File: config.mk
export PLATFORM = sky130hd
export DESIGN_NAME = ascii_to_signed_integer_parser_core
export DESIGN_NICKNAME = d
export VERILOG_FILES = /design/src/rtl/asip_pkg.sv /design/src/rtl/ascii_to_signed_integer_parser_core.sv
export SDC_FILE = /design/constraint.sdc
export NUM_CORES = 1
export LEC_CHECK = 0
export BUFFER_PORTS_ARGS = -buffer_cell sky130_fd_sc_hd__buf_2
export CAP_MARGIN = 20
export CORE_MARGIN = 3
export CORE_UTILIZATION = 45
export CTS_CLUSTER_DIAMETER = 50
export DETAILED_ROUTE_END_ITERATION = 16
export GPL_TIMING_DRIVEN = 0
export PLACE_DENSITY_LB_ADDON = 0.3
export SETUP_SLACK_MARGIN = 0.02
export SYNTH_ARGS = -nofsm -noshare
export SYNTH_HDL_FRONTEND = slang
export SYNTH_SLANG_ARGS = --single-unit
File: constraint.sdc
create_clock -name clk -period 9 [get_ports clk]
set_clock_uncertainty 0.05 [all_clocks]
set_input_delay 0 -clock clk [delete_from_list [all_inputs] [get_ports clk]]
set_output_delay 0 -clock clk [all_outputs]
set_load 0.01 [all_outputs]
File: src/rtl/asip_pkg.sv
package asip_pkg;

  // Parse phases of one string.
  typedef enum logic [2:0] {
    PH_DONE,
    PH_LEAD,
    PH_SIGNED,
    PH_ZERO,
    PH_HEXPFX,
    PH_DIGITS
  } phase_t;

  // Whether digits were taken, and whether the value ran past its limit.
  typedef enum logic [1:0] {
    DS_NONE,
    DS_SOME,
    DS_OVER
  } digit_status_t;

  // Character codes.
  localparam logic [7:0] CH_SPACE = 8'h20;
  localparam logic [7:0] CH_TAB   = 8'h09;
  localparam logic [7:0] CH_CR    = 8'h0D;
  localparam logic [7:0] CH_PLUS  = 8'h2B;
  localparam logic [7:0] CH_MINUS = 8'h2D;
  localparam logic [7:0] CH_ZERO  = 8'h30;
  localparam logic [7:0] CH_NINE  = 8'h39;
  localparam logic [7:0] CH_UP_A  = 8'h41;
  localparam logic [7:0] CH_UP_X  = 8'h58;
  localparam logic [7:0] CH_UP_Z  = 8'h5A;
  localparam logic [7:0] CH_LO_A  = 8'h61;
  localparam logic [7:0] CH_LO_X  = 8'h78;
  localparam logic [7:0] CH_LO_Z  = 8'h7A;

  // Offsets that map letters onto digit values 10 and up.
  localparam logic [7:0] UP_LETTER_BIAS = CH_UP_A - 8'd10;
  localparam logic [7:0] LO_LETTER_BIAS = CH_LO_A - 8'd10;

  // Radix codes.
  localparam logic [5:0] RADIX_AUTO  = 6'd0;
  localparam logic [5:0] RADIX_OCT   = 6'd8;
  localparam logic [5:0] RADIX_DEC   = 6'd10;
  localparam logic [5:0] RADIX_HEX   = 6'd16;
  localparam logic [5:0] RADIX_RESET = 6'd10;

  // Signed 32-bit limits as magnitudes.
  localparam logic [31:0] POS_LIMIT = 32'h7fff_ffff;
  localparam logic [31:0] NEG_LIMIT = 32'h8000_0000;

  // Largest end offset that fits the result field.
  localparam logic [31:0] OFFSET_MAX = 32'd255;

endpackage

File: src/rtl/ascii_to_signed_integer_parser_core.sv
// Streaming string-to-integer parser, one character per request.
// A terminating character's result is captured in the output register.
// Throughput: one character per cycle while s_tready is high; the multiply-accumulate and
// limit compare on the running value are combinational, and the output register frees s_tready.
// Reset (rst, synchronous, active high): the parser waits for a start character,
// the radix register returns to 10, and no result is pending.
module ascii_to_signed_integer_parser_core #(
  parameter int MAX_STRING_LEN = 255
) (
  input  logic        clk,
  input  logic        rst,
  // Configuration: number base.
  input  logic        cfg_we,
  input  logic [5:0]  cfg_wdata,
  // Input characters.
  input  logic        s_tvalid,
  output logic        s_tready,
  input  logic [7:0]  s_tdata,   // [7:0] char_code
  input  logic        s_tuser,   // [0] string_start
  // Parsed results.
  output logic        m_tvalid,
  input  logic        m_tready,
  output logic [39:0] m_tdata,   // [31:0] parsed_value, [39:32] end_offset
  output logic        m_tuser    // [0] range_error
);

  localparam int POS_W = $clog2(MAX_STRING_LEN + 1);
  localparam logic [POS_W-1:0] POS_MAX = POS_W'(MAX_STRING_LEN);

  // Registers.
  logic [5:0]                     radix_select;
  asip_pkg::phase_t               phase;
  logic                           negative_flag;
  logic [5:0]                     active_radix;
  logic [31:0]                    accumulator;
  asip_pkg::digit_status_t        digit_status;
  logic [POS_W-1:0]               char_position;

  asip_pkg::phase_t               phase_next;
  logic                           negative_flag_next;
  logic [5:0]                     active_radix_next;
  logic [31:0]                    accumulator_next;
  asip_pkg::digit_status_t        digit_status_next;

  // Values seen by the current character after a possible restart.
  logic                           accept;
  logic [7:0]                     ch;
  logic                           start;
  logic                           live;
  asip_pkg::phase_t               ph_cur;
  logic                           neg_cur;
  logic [5:0]                     rad_cur;
  logic [31:0]                    acc_cur;
  asip_pkg::digit_status_t        ds_cur;
  logic [POS_W-1:0]               pos_cur;

  // Character decode.
  logic                           is_space;
  logic                           is_sign;
  logic                           is_x;
  logic                           digit_ok;
  logic [5:0]                     digit;

  // Digit step.
  logic [5:0]                     rad_use;
  asip_pkg::digit_status_t        ds_use;
  logic [37:0]                    product;
  logic [37:0]                    limit;
  logic                           emit;

  // Result fields.
  logic [31:0]                    value;
  logic                           range_error;
  logic [7:0]                     end_offset;
  logic [31:0]                    pos_wide;

  assign s_tready = !m_tvalid || m_tready;
  assign accept   = s_tvalid && s_tready;
  assign ch       = s_tdata;
  assign start    = s_tuser;

  // Configuration register.
  always_ff @(posedge clk) begin
    if (rst) begin
      radix_select <= asip_pkg::RADIX_RESET;
    end else if (cfg_we) begin
      radix_select <= cfg_wdata;
    end
  end

  // Classify the incoming character.
  always_comb begin
    is_space = (ch == asip_pkg::CH_SPACE) ||
               (ch >= asip_pkg::CH_TAB && ch <= asip_pkg::CH_CR);
    is_sign  = (ch == asip_pkg::CH_PLUS) || (ch == asip_pkg::CH_MINUS);
    is_x     = (ch == asip_pkg::CH_UP_X) || (ch == asip_pkg::CH_LO_X);
    digit_ok = 1'b1;
    digit    = '0;
    if (ch >= asip_pkg::CH_ZERO && ch <= asip_pkg::CH_NINE) begin
      digit = 6'(ch - asip_pkg::CH_ZERO);
    end else if (ch >= asip_pkg::CH_UP_A && ch <= asip_pkg::CH_UP_Z) begin
      digit = 6'(ch - asip_pkg::UP_LETTER_BIAS);
    end else if (ch >= asip_pkg::CH_LO_A && ch <= asip_pkg::CH_LO_Z) begin
      digit = 6'(ch - asip_pkg::LO_LETTER_BIAS);
    end else begin
      digit_ok = 1'b0;
    end
  end

  // A start character restarts the parse from a clean state.
  always_comb begin
    ph_cur  = start ? asip_pkg::PH_LEAD : phase;
    neg_cur = start ? 1'b0 : negative_flag;
    rad_cur = start ? 6'd0 : active_radix;
    acc_cur = start ? 32'd0 : accumulator;
    ds_cur  = start ? asip_pkg::DS_NONE : digit_status;
    if (start) begin
      pos_cur = '0;
    end else if (char_position < POS_MAX) begin
      pos_cur = char_position + POS_W'(1);
    end else begin
      pos_cur = char_position;
    end
    live = start || (phase != asip_pkg::PH_DONE);
  end

  // Next state: phase walk, radix latch and digit accumulation.
  always_comb begin
    phase_next         = ph_cur;
    negative_flag_next = neg_cur;
    active_radix_next  = rad_cur;
    accumulator_next   = acc_cur;
    digit_status_next  = ds_cur;
    rad_use            = rad_cur;
    ds_use             = ds_cur;
    emit               = 1'b0;

    // Pick the base and status that the digit step sees.
    priority if (!live) begin
      phase_next = phase;
    end else if (ph_cur == asip_pkg::PH_LEAD && is_space) begin
      phase_next = asip_pkg::PH_LEAD;
    end else if (ph_cur == asip_pkg::PH_LEAD && is_sign) begin
      negative_flag_next = (ch == asip_pkg::CH_MINUS);
      phase_next         = asip_pkg::PH_SIGNED;
    end else if (ph_cur == asip_pkg::PH_LEAD || ph_cur == asip_pkg::PH_SIGNED) begin
      if ((radix_select == asip_pkg::RADIX_AUTO || radix_select == asip_pkg::RADIX_HEX) &&
          ch == asip_pkg::CH_ZERO) begin
        active_radix_next = (radix_select == asip_pkg::RADIX_AUTO) ?
                            asip_pkg::RADIX_OCT : asip_pkg::RADIX_HEX;
        phase_next        = asip_pkg::PH_ZERO;
      end else begin
        rad_use           = (radix_select == asip_pkg::RADIX_AUTO) ?
                            asip_pkg::RADIX_DEC : radix_select;
        active_radix_next = rad_use;
        phase_next        = asip_pkg::PH_DIGITS;
      end
    end else if (ph_cur == asip_pkg::PH_ZERO && is_x) begin
      active_radix_next = asip_pkg::RADIX_HEX;
      phase_next        = asip_pkg::PH_HEXPFX;
    end else if (ph_cur == asip_pkg::PH_ZERO) begin
      // The leading zero counts as a digit; the value is still zero.
      ds_use     = asip_pkg::DS_SOME;
      phase_next = asip_pkg::PH_DIGITS;
    end else begin
      phase_next = asip_pkg::PH_DIGITS;
    end

    product = 38'(acc_cur) * 38'(rad_use) + 38'(digit);
    limit   = neg_cur ? 38'(asip_pkg::NEG_LIMIT) : 38'(asip_pkg::POS_LIMIT);

    // Digit step: terminate on a non-digit, else accumulate with saturation.
    if (live && phase_next == asip_pkg::PH_DIGITS) begin
      digit_status_next = ds_use;
      if (!digit_ok || digit >= rad_use) begin
        emit       = 1'b1;
        phase_next = asip_pkg::PH_DONE;
      end else if (ds_use == asip_pkg::DS_OVER || product > limit) begin
        digit_status_next = asip_pkg::DS_OVER;
      end else begin
        accumulator_next  = product[31:0];
        digit_status_next = asip_pkg::DS_SOME;
      end
    end
  end

  // Result fields for a terminating character.
  always_comb begin
    range_error = (ds_use == asip_pkg::DS_OVER);
    if (range_error) begin
      value = neg_cur ? asip_pkg::NEG_LIMIT : asip_pkg::POS_LIMIT;
    end else begin
      value = neg_cur ? (32'd0 - acc_cur) : acc_cur;
    end
    pos_wide = (ds_use == asip_pkg::DS_NONE) ? 32'd0 : 32'(pos_cur);
    end_offset = (pos_wide > asip_pkg::OFFSET_MAX) ? 8'hFF : pos_wide[7:0];
  end

  // Parser state.
  always_ff @(posedge clk) begin
    if (rst) begin
      phase         <= asip_pkg::PH_DONE;
      negative_flag <= 1'b0;
      active_radix  <= '0;
      accumulator   <= '0;
      digit_status  <= asip_pkg::DS_NONE;
      char_position <= '0;
    end else if (accept) begin
      phase         <= phase_next;
      negative_flag <= negative_flag_next;
      active_radix  <= active_radix_next;
      accumulator   <= accumulator_next;
      digit_status  <= digit_status_next;
      if (live) begin
        char_position <= pos_cur;
      end
    end
  end

  // Result register.
  always_ff @(posedge clk) begin
    if (rst) begin
      m_tvalid <= 1'b0;
    end else if (accept && emit) begin
      m_tvalid <= 1'b1;
    end else if (m_tready) begin
      m_tvalid <= 1'b0;
    end
  end

  always_ff @(posedge clk) begin
    if (accept && emit) begin
      m_tdata <= {end_offset, value};
      m_tuser <= range_error;
    end
  end

endmodule

### After elaboration in Yosys (flattened, before gate mapping)

Index checks and enable logic that the tools add are counted.

* add/sub/neg operators: 6
* multipliers: 1
* order comparisons: 12
* equality and inequality tests: 12
* mux-type cells: 58
* reductions and logical operators: 27

Operator list (number)
* $mux 32: 8
* $mux 6: 16
* $add 38x6->38: 1
* $gt 38x32->1: 1
* $mul 32x6->38: 1
* $eq 8x6->1 const B: 4
* $sub 1x32->32 const A: 1
* $mux 3: 8
* $mux 8: 3
* $mux 2: 10
* $eq 8x7->1 const B: 2
* $ge 8x7->1 const B: 2
* $le 8x7->1 const B: 2
* $mux 1: 12
* $sub 6x6->6 const B: 2
* $logic_and 1x1->1: 11
* $logic_or 1x1->1: 9
* $add 8x1->8 const B: 1
* $ge 8x4->1 const B: 1
* $ge 8x6->1 const B: 1
* $gt 8x8->1 const B: 1
* $le 8x4->1 const B: 1
* $le 8x6->1 const B: 1
* $lt 8x8->1 const B: 1
* 14 further kinds: 16

* flip-flop bits (word level): 100
* input port bits: 20
* output and inout bits: 43
* word-level logic and storage cells: 127

### Longest topological paths before layout

* depth after elaboration: 15
* mapped depth: 44

### Worst setup path after synthesis

No wires, ideal clock.

* path type: reg2reg
* from: register phase[0]
* to: register accumulator[22]
* setup time: 122 ps
* arrival time: 9266 ps
* required time: 8828 ps
* setup slack: -438 ps
* cell stages (with the launch flop): 39
* clock period less this slack: 9438 ps
* cells stage by stage: dfxtp_1 -> nor3b_1 -> o21ai_0 -> or3_1 -> nand3_1 -> or2_2 -> clkbuf_1 -> mux2_2 -> clkinv_1 -> clkbuf_1 -> nor2_1 -> fa_1 -> inv_1 -> fa_1 -> inv_1 -> fa_1 -> inv_1 -> fa_1 -> (+3 left out) -> nor2_1 -> a2111oi_2 -> and3b_1 -> o31ai_4 -> a21boi_0 -> o21ai_0 -> xnor2_1 -> ha_1 -> nand4_1 -> nor4_1 -> a21oi_1 -> or4_4 -> nor4_2 -> o2111ai_1 -> a2111oi_2 -> nand2_2 -> buf_6 -> a221o_1

* cells in the longest elaborated chain, start to end: 14
* elaborated cells between the ends (all ways): 37

RTL lines
* start, declared: line ascii_to_signed_integer_parser_core.sv:32 `asip_pkg::phase_t phase;`
* start signal, assigned: line ascii_to_signed_integer_parser_core.sv:202 `phase <= asip_pkg::PH_DONE;`
* start signal, assigned: line ascii_to_signed_integer_parser_core.sv:209 `phase <= phase_next;`
* $mux 3: line ascii_to_signed_integer_parser_core.sv:112 `ph_cur = start ? asip_pkg::PH_LEAD : phase;`
* $eq 3x1->1 or $eq 3x2->1 (tied branches): line ascii_to_signed_integer_parser_core.sv:141, ascii_to_signed_integer_parser_core.sv:143, ascii_to_signed_integer_parser_core.sv:146
* $logic_or 1x1->1: line ascii_to_signed_integer_parser_core.sv:146 `end else if (ph_cur == asip_pkg::PH_LEAD || ph_cur == asip_pkg::PH_SIGNED) begin`
* $mux 6: line ascii_to_signed_integer_parser_core.sv:146
* $mux 6: line ascii_to_signed_integer_parser_core.sv:143 `end else if (ph_cur == asip_pkg::PH_LEAD && is_sign) begin`
* $mux 6: line ascii_to_signed_integer_parser_core.sv:141 `end else if (ph_cur == asip_pkg::PH_LEAD && is_space) begin`
* $mux 6: line ascii_to_signed_integer_parser_core.sv:139 `priority if (!live) begin`
* $mul 32x6->38: line ascii_to_signed_integer_parser_core.sv:169 `product = 38'(acc_cur) * 38'(rad_use) + 38'(digit);`
* $add 38x6->38: line ascii_to_signed_integer_parser_core.sv:169
* $gt 38x32->1: line ascii_to_signed_integer_parser_core.sv:178 `end else if (ds_use == asip_pkg::DS_OVER || product > limit) begin`
* $logic_or 1x1->1: line ascii_to_signed_integer_parser_core.sv:178
* $mux 32: line ascii_to_signed_integer_parser_core.sv:178
* $mux 32: line ascii_to_signed_integer_parser_core.sv:175 `if (!digit_ok || digit >= rad_use) begin`
* $mux 32 (*): line ascii_to_signed_integer_parser_core.sv:173 `if (live && phase_next == asip_pkg::PH_DIGITS) begin`
* end signal, assigned: line ascii_to_signed_integer_parser_core.sv:212 `accumulator <= accumulator_next;`
* end, declared: line ascii_to_signed_integer_parser_core.sv:35 `logic [31:0] accumulator;`

Every way passes the cells marked *; elsewhere a longest branch is shown, timed or not.
A chain may end at the register's enable or synchronous reset.

### Worst setup path in the final report

* from: register phase[2]
* to: register digit_status[1]

* cells in the longest elaborated chain, start to end: 14
* elaborated cells between the ends (all ways): 37

RTL lines
* $mux 3: line ascii_to_signed_integer_parser_core.sv:112
* $eq 3x1->1 or $eq 3x2->1 (tied branches): line ascii_to_signed_integer_parser_core.sv:141, ascii_to_signed_integer_parser_core.sv:143, ascii_to_signed_integer_parser_core.sv:146
* $logic_or 1x1->1: line ascii_to_signed_integer_parser_core.sv:146
* $mux 6: line ascii_to_signed_integer_parser_core.sv:146
* $mux 6: line ascii_to_signed_integer_parser_core.sv:143
* $mux 6: line ascii_to_signed_integer_parser_core.sv:141
* $mux 6: line ascii_to_signed_integer_parser_core.sv:139
* $mul 32x6->38: line ascii_to_signed_integer_parser_core.sv:169
* $add 38x6->38: line ascii_to_signed_integer_parser_core.sv:169
* $gt 38x32->1: line ascii_to_signed_integer_parser_core.sv:178
* $logic_or 1x1->1: line ascii_to_signed_integer_parser_core.sv:178
* $mux 2: line ascii_to_signed_integer_parser_core.sv:178
* $mux 2: line ascii_to_signed_integer_parser_core.sv:175
* $mux 2 (*): line ascii_to_signed_integer_parser_core.sv:173
* end signal, assigned: line ascii_to_signed_integer_parser_core.sv:206 `digit_status <= asip_pkg::DS_NONE;`
* end signal, assigned: line ascii_to_signed_integer_parser_core.sv:213 `digit_status <= digit_status_next;`
* end, declared: line ascii_to_signed_integer_parser_core.sv:36 `asip_pkg::digit_status_t digit_status;`

Marks and branches as above.

==> flow_metrics.env <==
export IMPL_yosys_register_bits=100
export IMPL_syn_area_um2=13400
export IMPL_max_freq_mhz=107
export IMPL_place_congestion=0.989
export IMPL_ant_nets=0
export IMPL_netlist_instances=1620
export IMPL_wire_per_inst_um=19.4
export IMPL_arrival_ps=9550
export IMPL_dieHeight_um=179
export IMPL_grt_pass1_wl_mm=65.4
export IMPL_ir_worst_vdd_uv=96.8
export IMPL_layout_setup_ws_ps=-358
export IMPL_crit_path_frequent_cell="buf_4"
export IMPL_async_reset_ff_share_pct=0
export IMPL_track_usage_pct=25.8
export IMPL_cts_tree="done"
export IMPL_synth_seq_area_share_pct=18.0
export IMPL_root_buffer="clkbuf_16"
export IMPL_die_w_um=179
export IMPL_start_util_pct=46.2
export IMPL_end_kind="flip-flop"
export IMPL_synth_edf_count=41
export IMPL_final_util_pct=54.2
export IMPL_dpl_cell_area_um2=14300
export IMPL_first_global_vias=12170
export IMPL_total_power_uw=1170
export IMPL_period_share_pct=104
export IMPL_fin_nets=2011
export IMPL_final_hold_viol_count=0
export IMPL_pre_cts_ws_ps=-2730
export IMPL_path_class="reg -> reg"
export IMPL_vias_per_cell=5.98
export IMPL_routed_wl_mm=41.1
export IMPL_status="complete, but fails checks"
export IMPL_cts_buffers_inserted=9
export IMPL_vias=12707
export IMPL_core_rowCount=62
export IMPL_clk_pin_slew_ps=80
export IMPL_slowest_stage="fa_2"
export IMPL_h_tree_depth=3
export IMPL_grt_max_degree=31
export IMPL_antenna_found_initial=0
export IMPL_crit_path_start_kind="flip-flop"
export IMPL_tightest_slew_ps=1100
export IMPL_avgSynthCellArea_um2=8.29
export IMPL_hp_class="in -> reg"
export IMPL_dp_hpwl_mm=32.4
export IMPL_die_area_um2=31900
export IMPL_core_area_um2=29100
export IMPL_clock_sinks=100
export IMPL_drc=0
export IMPL_num_antenna_cells=0
export IMPL_layout_common_cells="267 x nor2_1, 129 x nand2_1, 122 x fa_1, 115 x ha_1, 103 x a21oi_1"
export IMPL_synth_main_ff_cell="dfxtp_1"
export IMPL_tns_ps=-10470
export IMPL_worst_path_max_fanout=10
export IMPL_syn_nets=1895
export IMPL_drive_gt1_share_pct=15.5
export IMPL_maxCapViolCount=0
export IMPL_slew_viol_final=0
export IMPL_yosysWarnings=0
export IMPL_yosysUniqueCellTypes=87
export IMPL_clk_path_buf_depth=2
export IMPL_syn_to_final_growth_pct=17.4
export IMPL_layout_commonest_cell="nor2_1"
export IMPL_required_ps=9190
export IMPL_grt_overflow_total=0
export IMPL_rsz0062_at_grt="yes"
export IMPL_drt_pass1_iterations=5
export IMPL_first_iter_violations=1323
export IMPL_p_leak_uw=0.00702
export IMPL_cpPeakStageDelay_ps=640
export IMPL_final_area_um2=15800
export IMPL_clk_latency_ps=350
export IMPL_failed_checks="setup timing"
export IMPL_ios=63
export IMPL_setup_viol=34
export IMPL_placement_io_buffers=61
export IMPL_fin_crit_ps=9360
export IMPL_maxSlewHeadroom_pct=26.9
export IMPL_p_per_area_nw_per_um2=74.5
[critical path, delay by kind of cell (launching register included)]
kind,cells,cell delay (ps)
flops,1,370
compound gates,10,2030
fa+ha+maj,6,2590
simple gates,14,2690
xor+xnor,1,140
buf+inv,8,1360
[where the power goes]
| part | leakage [uW] | internal [uW] | switching (uW) |
|---|---|---|---|
| Combinational | 0.00600 | 114 | 179 |
| Sequential | 0.000884 | 496 | 8.12 |
| Clock | 0.000144 | 195 | 183 |
| Total | 0.00702 | 805 | 370 |
[final cells by class]
type | instances | area [um2]
fill | 2688 | 13300
buffer | 79 | 470
inverter | 99 | 403
timing repair buffer | 118 | 901
multi-input combinational | 1329 | 10800
sequential | 100 | 2420
tap | 384 | 480
clock buffer | 9 | 225
clock inverter | 7 | 63.8
[registers in the layout (all words and copies together) (netlist names), 2 cells and up]
name / flops
char_position: 8
radix_select: 6
digit_status: 2
phase: 3
accumulator: 32
active_radix: 6
m_tdata: 40
[Yosys cell counts (all sizes together) (5+ instances only)]
master | count | area share (%)
a2111oi | 6 | 0.48
a211oi | 5 | 0.28
a21o | 18 | 1.0
a21oi | 114 | 4.2
a221o | 32 | 2.4
a22oi | 7 | 0.39
a31oi | 9 | 0.42
and2 | 9 | 0.42
and3 | 7 | 0.33
buf | 21 | 1.0
clkbuf | 71 | 2.0
clkinv | 5 | 0.14
dfxtp | 59 | 8.8
edfxtp | 41 | 9.2
fa | 124 | 18
ha | 131 | 12
inv | 94 | 2.6
mux2i | 17 | 1.3
nand2 | 133 | 3.7
nand2b | 27 | 1.3
nand3 | 24 | 0.89
nand3b | 5 | 0.28
nand4 | 23 | 1.1
nor2 | 273 | 7.6
nor2b | 35 | 1.6
nor3 | 31 | 1.2
nor3b | 51 | 2.9
nor4 | 16 | 0.79
o211ai | 5 | 0.28
o21a | 15 | 0.84
o21ai | 57 | 2.1
o22ai | 31 | 1.5
or2 | 12 | 0.56
or3 | 6 | 0.28
xnor2 | 24 | 1.6
xor2 | 13 | 0.85
[kinds of logic after synthesis]
kind of cell               count (synthesis)  synth area share [%]
adders and majority gates                255                  30.7
and+or+nand+nor                          668                  24.1
muxes                                     20                  1.52
xor gates and xnor gates                  37                  2.41
AOI/OAI and AO/OA                        349                  17.6
buffers and inverters                    191                  5.75
DFF                                      100                  18.0
[layer usage]
metal  global-route usage, %  wire length, um
met5                       0                0
met4                    10.8             2000
met3                    2.63             2990
met2                    40.8            18600
met1                    36.2            17500
[final timing paths]
| kind | start | endpoint | slack (ps) | cells after the start |
|---|---|---|---|---|
| worst max register to register | phase[2] | digit_status[1] | -360 | 39 |
| worst min register to register | char_position[1] | char_position[1] | 440 | 2 |
| worst max-delay path | phase[2] | digit_status[1] | -360 | 39 |
| worst min-delay path | rst | digit_status[1] | 60 | 3 |
[metrics by stage]
stage | hold slack [ps] | std cells
floorplan | 72.4 | 1620
global placement | 157 | 2065
detailed placement | 163 | 2067
CTS | 51.9 | 2121
global route | 92.5 | 2125
finish | 56.4 | 2125
[repair_timing]
| item | 4_1_cts | 5_1_grt |
|---|---|---|
| hold buffers | 7 | 0 |
| resized for setup | 99 | 65 |
| hold endpoints to repair | 7 | 0 |
| pin swaps | 41 | 33 |
| cloned | 4 | 1 |
| setup buffers | 38 | 7 |
| endpoints found under the setup margin | 34 | 34 |
No activity file was read; power rests on OpenSTA's default activity.
